**src/sv/mclr_pkg.sv**
```systemverilog
// ----------------------------------------------------------------------------
// mclr_pkg
// Shared types and constants of the multi-channel load regulator.
// ----------------------------------------------------------------------------
package mclr_pkg;

    localparam int CHANNELS   = 128;
    localparam int CH_W       = $clog2(CHANNELS);
    localparam int BUSY_W     = 48;
    localparam int ELAP_W     = 20;
    localparam int LOAD_W     = 16;
    localparam int DRIVE_W    = 27;
    localparam int INTEG_W    = 25;
    localparam int ERR_W      = 18;
    localparam int GAIN_W     = 20;
    localparam int LIMIT_W    = 24;
    localparam int TARGET_W   = 15;
    localparam int MULB_W     = 26;
    localparam int PROD_W     = GAIN_W + 1 + MULB_W;
    localparam int SUM_W      = PROD_W + 2;
    localparam int NUM_W      = BUSY_W + 15;
    localparam int REM_W      = ELAP_W + LOAD_W;
    localparam logic [LOAD_W-1:0] LOAD_SAT = '1;

    // register indexes on the configuration port
    localparam logic [2:0] REG_TARGET   = 3'd0;
    localparam logic [2:0] REG_GAIN_P   = 3'd1;
    localparam logic [2:0] REG_GAIN_I   = 3'd2;
    localparam logic [2:0] REG_GAIN_D   = 3'd3;
    localparam logic [2:0] REG_INT_LIM  = 3'd4;
    localparam logic [2:0] REG_DRV_MAX  = 3'd5;
    localparam logic [2:0] REG_DRV_MIN  = 3'd6;

    // multiplier operand select
    localparam logic [1:0] MUL_P = 2'd0;
    localparam logic [1:0] MUL_I = 2'd1;
    localparam logic [1:0] MUL_D = 2'd2;

    typedef struct packed {
        logic [TARGET_W-1:0] target_load;
        logic [GAIN_W-1:0]   gain_p;
        logic [GAIN_W-1:0]   gain_i;
        logic [GAIN_W-1:0]   gain_d;
        logic [LIMIT_W-1:0]  integral_limit;
        logic [DRIVE_W-1:0]  drive_max;
        logic [DRIVE_W-1:0]  drive_min;
    } cfg_t;

    // one channel's state row
    typedef struct packed {
        logic [BUSY_W-1:0]         last_busy;
        logic [LOAD_W-1:0]         meas;
        logic signed [INTEG_W-1:0] integ;
        logic signed [ERR_W-1:0]   lerr;
        logic [DRIVE_W-1:0]        ldrive;
        logic [DRIVE_W-1:0]        limit;
    } row_t;

    typedef struct packed {
        logic       load_in;
        logic       mem_rd;
        logic       delta;
        logic       scale;
        logic       div_init;
        logic       div_step;
        logic       err;
        logic       integ;
        logic       mul;
        logic [1:0] mul_sel;
        logic       acc_clr;
        logic       acc;
        logic       drive;
        logic       commit;
    } cmd_t;

    typedef struct packed {
        logic out_free;
    } status_t;

endpackage

```
**src/sv/mclr_ctrl.sv**
```systemverilog
// ----------------------------------------------------------------------------
// mclr_ctrl
// Sequencer: steps one item through read, divide, PID and write-back.
// ----------------------------------------------------------------------------
module mclr_ctrl (
    input  logic              aclk,
    input  logic              aresetn,
    input  logic              s_tvalid,
    output logic              s_tready,
    input  mclr_pkg::status_t status,
    output mclr_pkg::cmd_t    cmd
);
    import mclr_pkg::*;

    localparam logic [3:0] S_IDLE  = 4'd0;
    localparam logic [3:0] S_READ  = 4'd1;
    localparam logic [3:0] S_DELTA = 4'd2;
    localparam logic [3:0] S_SCALE = 4'd3;
    localparam logic [3:0] S_DINIT = 4'd4;
    localparam logic [3:0] S_DIV   = 4'd5;
    localparam logic [3:0] S_ERR   = 4'd6;
    localparam logic [3:0] S_INTEG = 4'd7;
    localparam logic [3:0] S_MUL   = 4'd8;
    localparam logic [3:0] S_ACC   = 4'd9;
    localparam logic [3:0] S_DRIVE = 4'd10;
    localparam logic [3:0] S_DONE  = 4'd11;

    logic [3:0] state_reg, state_next;
    logic [3:0] cnt_reg, cnt_next;

    // state and step counter
    always_ff @(posedge aclk) begin
        if (!aresetn) begin
            state_reg <= S_IDLE;
            cnt_reg   <= '0;
        end else begin
            state_reg <= state_next;
            cnt_reg   <= cnt_next;
        end
    end

    // next state and commands
    always_comb begin
        state_next = state_reg;
        cnt_next   = cnt_reg;
        cmd        = '0;
        s_tready   = 1'b0;
        unique case (state_reg)
            S_IDLE: begin
                s_tready    = 1'b1;
                cmd.load_in = s_tvalid;
                cmd.mem_rd  = s_tvalid;
                if (s_tvalid) state_next = S_READ;
            end
            S_READ:  state_next = S_DELTA;
            S_DELTA: begin
                cmd.delta  = 1'b1;
                state_next = S_SCALE;
            end
            S_SCALE: begin
                cmd.scale  = 1'b1;
                state_next = S_DINIT;
            end
            S_DINIT: begin
                cmd.div_init = 1'b1;
                cnt_next     = '0;
                state_next   = S_DIV;
            end
            S_DIV: begin
                cmd.div_step = 1'b1;
                cnt_next     = cnt_reg + 4'd1;
                if (cnt_reg == 4'd15) state_next = S_ERR;
            end
            S_ERR: begin
                cmd.err    = 1'b1;
                state_next = S_INTEG;
            end
            S_INTEG: begin
                cmd.integ  = 1'b1;
                cnt_next   = '0;
                state_next = S_MUL;
            end
            S_MUL: begin
                cmd.mul     = 1'b1;
                cmd.mul_sel = cnt_reg[1:0];
                cmd.acc     = 1'b1;
                cmd.acc_clr = (cnt_reg[1:0] == MUL_P);
                cnt_next    = cnt_reg + 4'd1;
                if (cnt_reg[1:0] == MUL_D) state_next = S_ACC;
            end
            S_ACC: begin
                cmd.acc    = 1'b1;
                state_next = S_DRIVE;
            end
            S_DRIVE: begin
                cmd.drive  = 1'b1;
                state_next = S_DONE;
            end
            S_DONE: begin
                // hold until the output register is free
                if (status.out_free) begin
                    cmd.commit = 1'b1;
                    state_next = S_IDLE;
                end
            end
            default: state_next = S_IDLE;
        endcase
    end

endmodule

```
**config.mk**
```make
export PLATFORM = sky130hd
export DESIGN_NAME = mclr_ctrl
export DESIGN_NICKNAME = d
export VERILOG_FILES = /design/src/sv/mclr_pkg.sv /design/src/sv/mclr_ctrl.sv
export SDC_FILE = /design/constraint.sdc
export NUM_CORES = 1
export LEC_CHECK = 0
export ABC_AREA = 1
export BUFFER_PORTS_ARGS = -buffer_cell sky130_fd_sc_hd__buf_2
export CORE_AREA = 2 2 39 41
export DETAILED_ROUTE_END_ITERATION = 16
export DIE_AREA = 0 0 41 43
export GPL_TIMING_DRIVEN = 0
export PLACE_DENSITY = 0.82
export SLEW_MARGIN = 20
export SYNTH_ARGS = -nofsm -noshare
export SYNTH_HDL_FRONTEND = slang
export SYNTH_SLANG_ARGS = --single-unit
```
**constraint.sdc**
```tcl
create_clock -name aclk -period 2.7 [get_ports aclk]
set_input_delay 0 -clock aclk [delete_from_list [all_inputs] [get_ports aclk]]
set_output_delay 0 -clock aclk [all_outputs]
set_load 0.005 [all_outputs]
```
Word-level counts from Yosys, hierarchy flattened
Cells that the tools add are included.
- register bits after elaboration: 8
- add/subtract/negate cells: 1
- reductions and logical operators: 7
- equal/unequal tests: 17
- muxes and demuxes: 19
- operator list (cell ; count):
    4-bit case mux with 12 select lines ; 1
    4-bit == test, second input constant ; 5
    4-bit two-way mux ; 5
    4-bit by 3-bit == test with 1-bit output, second input constant ; 4
    1-bit two-way mux ; 11
    4-bit by 2-bit == test with 1-bit output, second input constant ; 2
    2-bit != test, second input constant ; 4
    4-bit case mux with 2 select lines ; 1
    2-bit OR reduction ; 3
    4-bit by 1-bit adder with 4-bit output, second input constant ; 1
    4-bit by 1-bit == test with 1-bit output, second input constant ; 1
    4-bit logical NOT ; 1
    4-bit AND reduction ; 1
    2-bit == test, second input constant ; 1
    2-bit logical NOT ; 1
    2-bit two-way mux ; 1
    2-bit nonzero test ; 1

Depth between registers and ports, before layout
Gate-level depths: netlist of run 1.
- depth in word-level cells: 3
- mapped depth: 9
- depth with buffers taken out: 9

Least setup slack after synthesis of run 1
No wires, ideal clock.
- kind: register to register
- start: register cnt_reg[1]
- end: register state_reg[3]
- path slack: 1545 ps
- arrival time: 1042 ps
- setup time: 113 ps
- required time: 2587 ps
- buffers on the path: 0
- cell stages (with the launch flop): 9
- period minus slack after synthesis: 1155 ps
- cells stage by stage: dfxtp_1 ha_1 nand3_1 nand3_1 nand2_1 nor2_2 nand2_1 nand2_1 nor2_1
- cells in the longest elaborated chain, start to end: 3
- elaborated cells between the ends (all ways): 5
- classes of those cells: 4 x eq/ne; 1 x reduce/logical
- ends and longest elaborated chain (what ; RTL line ; RTL):
    from (decl) ; mclr_ctrl.sv:29 ; logic [3:0] cnt_reg, cnt_next;
    from (signal assigned) ; mclr_ctrl.sv:38 ; cnt_reg <= cnt_next;
    4-bit == test or 2-bit == test (tied branches) ; mclr_ctrl.sv:72, mclr_ctrl.sv:89 ;
    2-bit != test (no line) ; -- ;
    4-bit AND reduction (no line) (*) ; -- ;
    to (signal assigned) ; mclr_ctrl.sv:37 ; state_reg <= state_next;
    to (decl) ; mclr_ctrl.sv:28 ; logic [3:0] state_reg, state_next;
Mark *: on every way between the ends. The rest lies on a longest branch, timed or not.
A chain may end at the register's enable or synchronous reset.

Worst setup path in the final report of run 1
- start: register cnt_reg[1]
- end: register state_reg[1]
Same word-level chain as after synthesis.

==> metrics.txt, run 1 <==
Min-Delay Path Class=input pin to register; setup tns final=0 ns; initial antenna violation count=0; Crit Path Max Fanout=6; Synth top area share=27.5%; LEAKAGE=0.422 nW; total CTS buffers=3; Pint=0.313 mW; setup bufs post-CTS=0; Clock Power Share=15.3%; HPWL Detailed=1040 µm; Hold WS=0.0307 ns; Worst EP required=2.84 ns; Worst Skew=0.00288 ns; Max Cap Viol=0; clk_lat worst skew=0.25 ns; std cell rows=14; largest cells by area after synthesis=dfxtp_1 (27%), nor2_1 (14%), nand2_1 (13%), inv_1 (8.4%), ha_1 (6.4%); die height=43 µm; first-pass GRT wire length=2130 µm; clock root buffer=clkbuf_4; grt total ovfl=0; drt total wl=1270 µm; Remaining DRCs=0; CTS resizes=0; GP Congestion=0.789; IO Port Bufs=19; Max IR drop VDD=0.356 mV; Critical Path AT=1.53 ns; placed insts=132; Post-Layout Cell Count=135; routed vias/inst=4.80; layout cells sized above 1=30.3%; Die ar.=1760 µm²; most frequent cells in the layout=nor2_1 (22), nand2_1 (20), buf_2 (19); syn_nets=104; vias in the first global route=551; routed len/inst=9.44 µm; Starting Density=42.1%; Post-DP Area=698 µm²; Seq cells post-synth=8; fin crit period=1.39 ns; largest net degree at the start of global routing=8; Cells after Synth=97; I/O pin count=20; Pwr Density=805 nW/µm²; finished layout cell area=721 µm²; Final setup viols=0; Clk pin slew, worst setup/hold paths=0.05 ns; Logic pwr share=52.4%; Area Growth Syn to Fin=23.6%; Final nets=128; Die Wd=41 µm; Final period util=51.5%; most common cell after layout, fill and taps aside=nor2_1; Worst-Margin Slew=0.299 ns; Final Core Density=52.1%; H-tree lvl count=1; Switching Fraction=46.1%; RSZ-0062 raised after global routing=false; Final WS setup=1.31 ns; Sw Pwr=0.268 mW; Synth area leader=dfxtp_1; Via Count=648; CTS Sinks=8; CTS tree=yes; CP Capture Type=register; Worst slew margin=80.1%; pre-CTS setup slack=1.36 ns; Antenna Violating Nets Remaining=0; Setup CP Type=register to register; Ys Warns=0; max-slew violation total from the final report=0; DR iter-0 viols=6; post-synthesis sequential area ratio=27.5%; # diodes=0; synth unique cells=16; Fin. Hold Viols=0; Power, Total=0.581 mW; Core Region=1380 µm²; synthesized area per cell=6.01 µm²; CTS max path bufs=2; Mapped Area=583 µm²; fmax=719 MHz; Pre-antenna DRT Iters=4; CTS Hold Bufs=0; Tot GR Track Use=17.5%; outcome=finished, final reports clean; Startpoint Class=register; Seq pwr share=32.3%
-- worst paths after layout --
kind	startpoint	endpoint	slack (ns)	cells past startpoint
worst max-delay path	cnt_reg[1]	state_reg[1]	1.31	8
worst min-delay path	aresetn	state_reg[0]	0.03	3
worst max register to register	cnt_reg[1]	state_reg[1]	1.31	8
worst min register to register	cnt_reg[3]	cnt_reg[3]	0.49	2
-- worst max-delay path: stages (launching register included) --
cell and delay, ns:
dfxtp_1 0.43, ha_1 0.22, nand3_1 0.11, nand3_1 0.08, nand2_1 0.06, nor2_2 0.20
nand2_1 0.08, nand2_1 0.07, nor2_1 0.04
-- synthesized netlist by cell type (all sizes together) --
library cell,number
nand2,23
a21oi,5
dfxtp,8
o21ai,3
ha,3
nor3,2
o21a,1
nand3,7
buf,1
nor2,27
inv,17
-- power groups by stage --
| stage | Combinational [mW] | Clock, mW | Sequential, mW |
|---|---|---|---|
| 2_1_floorplan | 0.224 | 0 | 0.180 |
| 3_3_place_gp | 0.298 | 0 | 0.186 |
| 3_5_place_dp | 0.305 | 0 | 0.189 |
| 4_1_cts | 0.308 | 0.0930 | 0.186 |
| 5_1_grt | 0.355 | 0.101 | 0.191 |
| 6_report | 0.304 | 0.0890 | 0.187 |
-- logic make-up (layout without fill, tap and decap cells) --
logic type                 count (synthesis)  after routing  share of synthesized area (%)
buffers and inverters                     18             40                           12.2
DFF                                        8              8                           27.5
and+or+nand+nor                           59             59                           45.1
AOI/OAI and AO/OA                          9              9                           8.80
adders and majority gates                  3              3                           6.44
-- final cells by class --
class	count	area [µm²]
fill	143	663
multi-input combinational	71	352
sequential	8	160
timing repair buffer	19	95.1
inverter	17	63.8
clock buffer	3	22.5
tap	16	20.0
buffer	1	7.51
-- routing by layer --
layer  vias up  part of all wire (%)  track usage (%)
li1        340                     -                -
met1       290                    45             22.5
met2        14                    50             26.3
met3         4                   3.9             1.57
met4         0                   1.6             12.0
met5         -                     0                0
No activity file was read; power rests on OpenSTA's default activity.
==> run 2: changes to the inputs <==
clock period = 1.4 ns   (was 2.7 ns; I/O delays follow)
==> run 2 against run 1 <==
Against the previous run:
- clock power rose by 92%
- critical path depth did not move
- register-to-register slack got worse by 1.2 ns
- maximum frequency rose by 8.3%
- sequential cell count did not move
- worst hold slack got worse by 0.00054 ns
- setup slack got worse by 1.2 ns
- cell area rose by 2.8%
- critical path type unchanged
- largest power group unchanged
==> metrics.txt, run 2 (synthesis gave the netlist of run 1 again) <==
RSZ-0062 raised after global routing=false; vias in the first global route=551 (unchanged); Power, Total=1.17 mW (+100%); Crit Path Max Fanout=6 (unchanged); Final period util=91.7% (+40 points); Antenna Violating Nets Remaining=0 (unchanged); routed vias/inst=4.87 (+1.4%); Remaining DRCs=0 (unchanged); routed len/inst=9.73 µm (+3.1%); drt total wl=1310 µm (+3.1%); CTS max path bufs=2 (unchanged); Startpoint Class=register; first-pass GRT wire length=2130 µm (unchanged); Die ar.=1760 µm² (unchanged); CTS tree=yes; most common cell after layout, fill and taps aside=nor2_1; setup bufs post-CTS=0 (unchanged); clock root buffer=clkbuf_4; Min-Delay Path Class=input pin to register; Pint=0.623 mW (+99%); Max Cap Viol=0 (unchanged); area of the multi-input gates=369 µm² (+5.0%); fin crit period=1.28 ns (-0.107 ns); CTS Hold Bufs=0 (unchanged); Starting Density=42.1% (unchanged); Setup CP Type=register to register; die height=43 µm (unchanged); HPWL Detailed=1040 µm (unchanged); Final Core Density=53.5% (+1.4 points); Via Count=657 (+1.4%); setup tns final=0 ns (unchanged); I/O pin count=20 (unchanged); Clk pin slew, worst setup/hold paths=0.05 ns (about the same); CP Capture Type=register; Post-DP Area=698 µm² (unchanged); Critical Path AT=1.43 ns (-0.10 ns); GP Congestion=0.789 (unchanged); CTS Sinks=8 (unchanged); max-slew violation total from the final report=0 (unchanged); std cell rows=14 (unchanged); # fillers=142 (-0.70%); finished layout cell area=741 µm² (+2.8%); Post-Layout Cell Count=135 (unchanged); DR iter-0 viols=12 (+6); clk_lat worst skew=0.25 ns (about the same); flip-flop and latch area=163 µm² (+1.6%); most frequent cells in the layout=nor2_1 (21), nand2_1 (20), buf_2 (19); IO Port Bufs=19 (unchanged); Die Wd=41 µm (unchanged); initial antenna violation count=0 (unchanged); total CTS buffers=3 (unchanged); Clock Power Share=14.7% (-0.6 points); Worst EP required=1.54 ns (-1.30 ns); Pwr Density=1580 nW/µm² (+96%); Core Region=1380 µm² (unchanged); # diodes=0 (unchanged); placed insts=132 (unchanged); Fin. Hold Viols=0 (unchanged); Final nets=128 (unchanged); Sw Pwr=0.544 mW (+100%); Pre-antenna DRT Iters=4 (unchanged); CTS resizes=0 (unchanged); Switching Fraction=46.6% (+0.50 points); largest net degree at the start of global routing=8 (unchanged); layout cells sized above 1=33.6% (+3.4 points); H-tree lvl count=1 (unchanged); grt total ovfl=0 (unchanged); outcome=finished, final reports clean; LEAKAGE=0.428 nW (+1.4%); Logic pwr share=53.1% (+0.7 points); Seq pwr share=32.2% (about the same); Tot GR Track Use=17.5% (unchanged); Worst slew margin=81.0% (+0.99 points); Worst-Margin Slew=0.284 ns (-0.0148 ns); Area Growth Syn to Fin=27.0%; Final setup viols=0 (unchanged); Max IR drop VDD=0.690 mV (+94%); fmax=779 MHz (+8.3%); Worst Skew=0.00239 ns (-0.000490 ns)
run 2: cell count changes in the layout (fill, tap and decap cells not counted):
cell,change
dfxtp_2,+2
nor2_1,-1
dfxtp_1,-2
nor3_1,-1
nor2_4,+2
nor3_2,+1
nor2_2,-1
run 2: area by class of cell:
| class | count | share of cell area (%) |
|---|---|---|
| clock buffer | 3 | 3.04 |
| buffer | 1 | 1.01 |
| multi-input combinational | 71 | 49.8 |
| inverter | 17 | 8.61 |
| timing repair buffer | 19 | 12.8 |
| tap | 16 | 2.70 |
| sequential | 8 | 22.0 |
run 2: stage by stage:
step / setup slack (ns) / hold WS (ns)
after detailed placement: 0.0615 / 0.293
final: 0.116 / 0.0302
after floorplan: 0.245 / 0.0987
after CTS: 0.0204 / 0.0270
after global routing: 0.0169 / 0.0338
after global placement: 0.108 / 0.292
run 2: path summary, 6_finish.rpt:
| path | start | endpoint | slack [ns] | depth (start not counted) |
|---|---|---|---|---|
| hold reg to reg | cnt_reg[3] | cnt_reg[3] | 0.49 | 2 |
| setup / recovery | cnt_reg[0] | state_reg[1] | 0.12 | 8 |
| setup reg to reg | cnt_reg[0] | state_reg[1] | 0.12 | 8 |
| hold / removal | aresetn | state_reg[3] | 0.03 | 3 |
run 2: critical path: stages, from the launching register on:
cell,delay (ns)
dfxtp_1,0.39
ha_1,0.20
nand3_1,0.11
nand3_1,0.08
nand2_1,0.08
nor2_4,0.15
nand2_1,0.07
nand2_1,0.06
nor2_1,0.04
run 2: power groups by stage:
stage               clock (mW)  sequential (mW)  combinational [mW]
floorplan                    0            0.346               0.432
detailed placement           0            0.364               0.588
CTS                      0.179            0.360               0.594
global placement             0            0.358               0.575
global route             0.194            0.380               0.718
finish                   0.171            0.375               0.620
run 2: layer usage:
metal	wire length [µm]	track usage (%)	up-vias
met5	0	0	-
met4	21	12.0	0
met3	47	1.57	4
met2	659	26.3	15
met1	584	22.5	296
li1	-	-	342
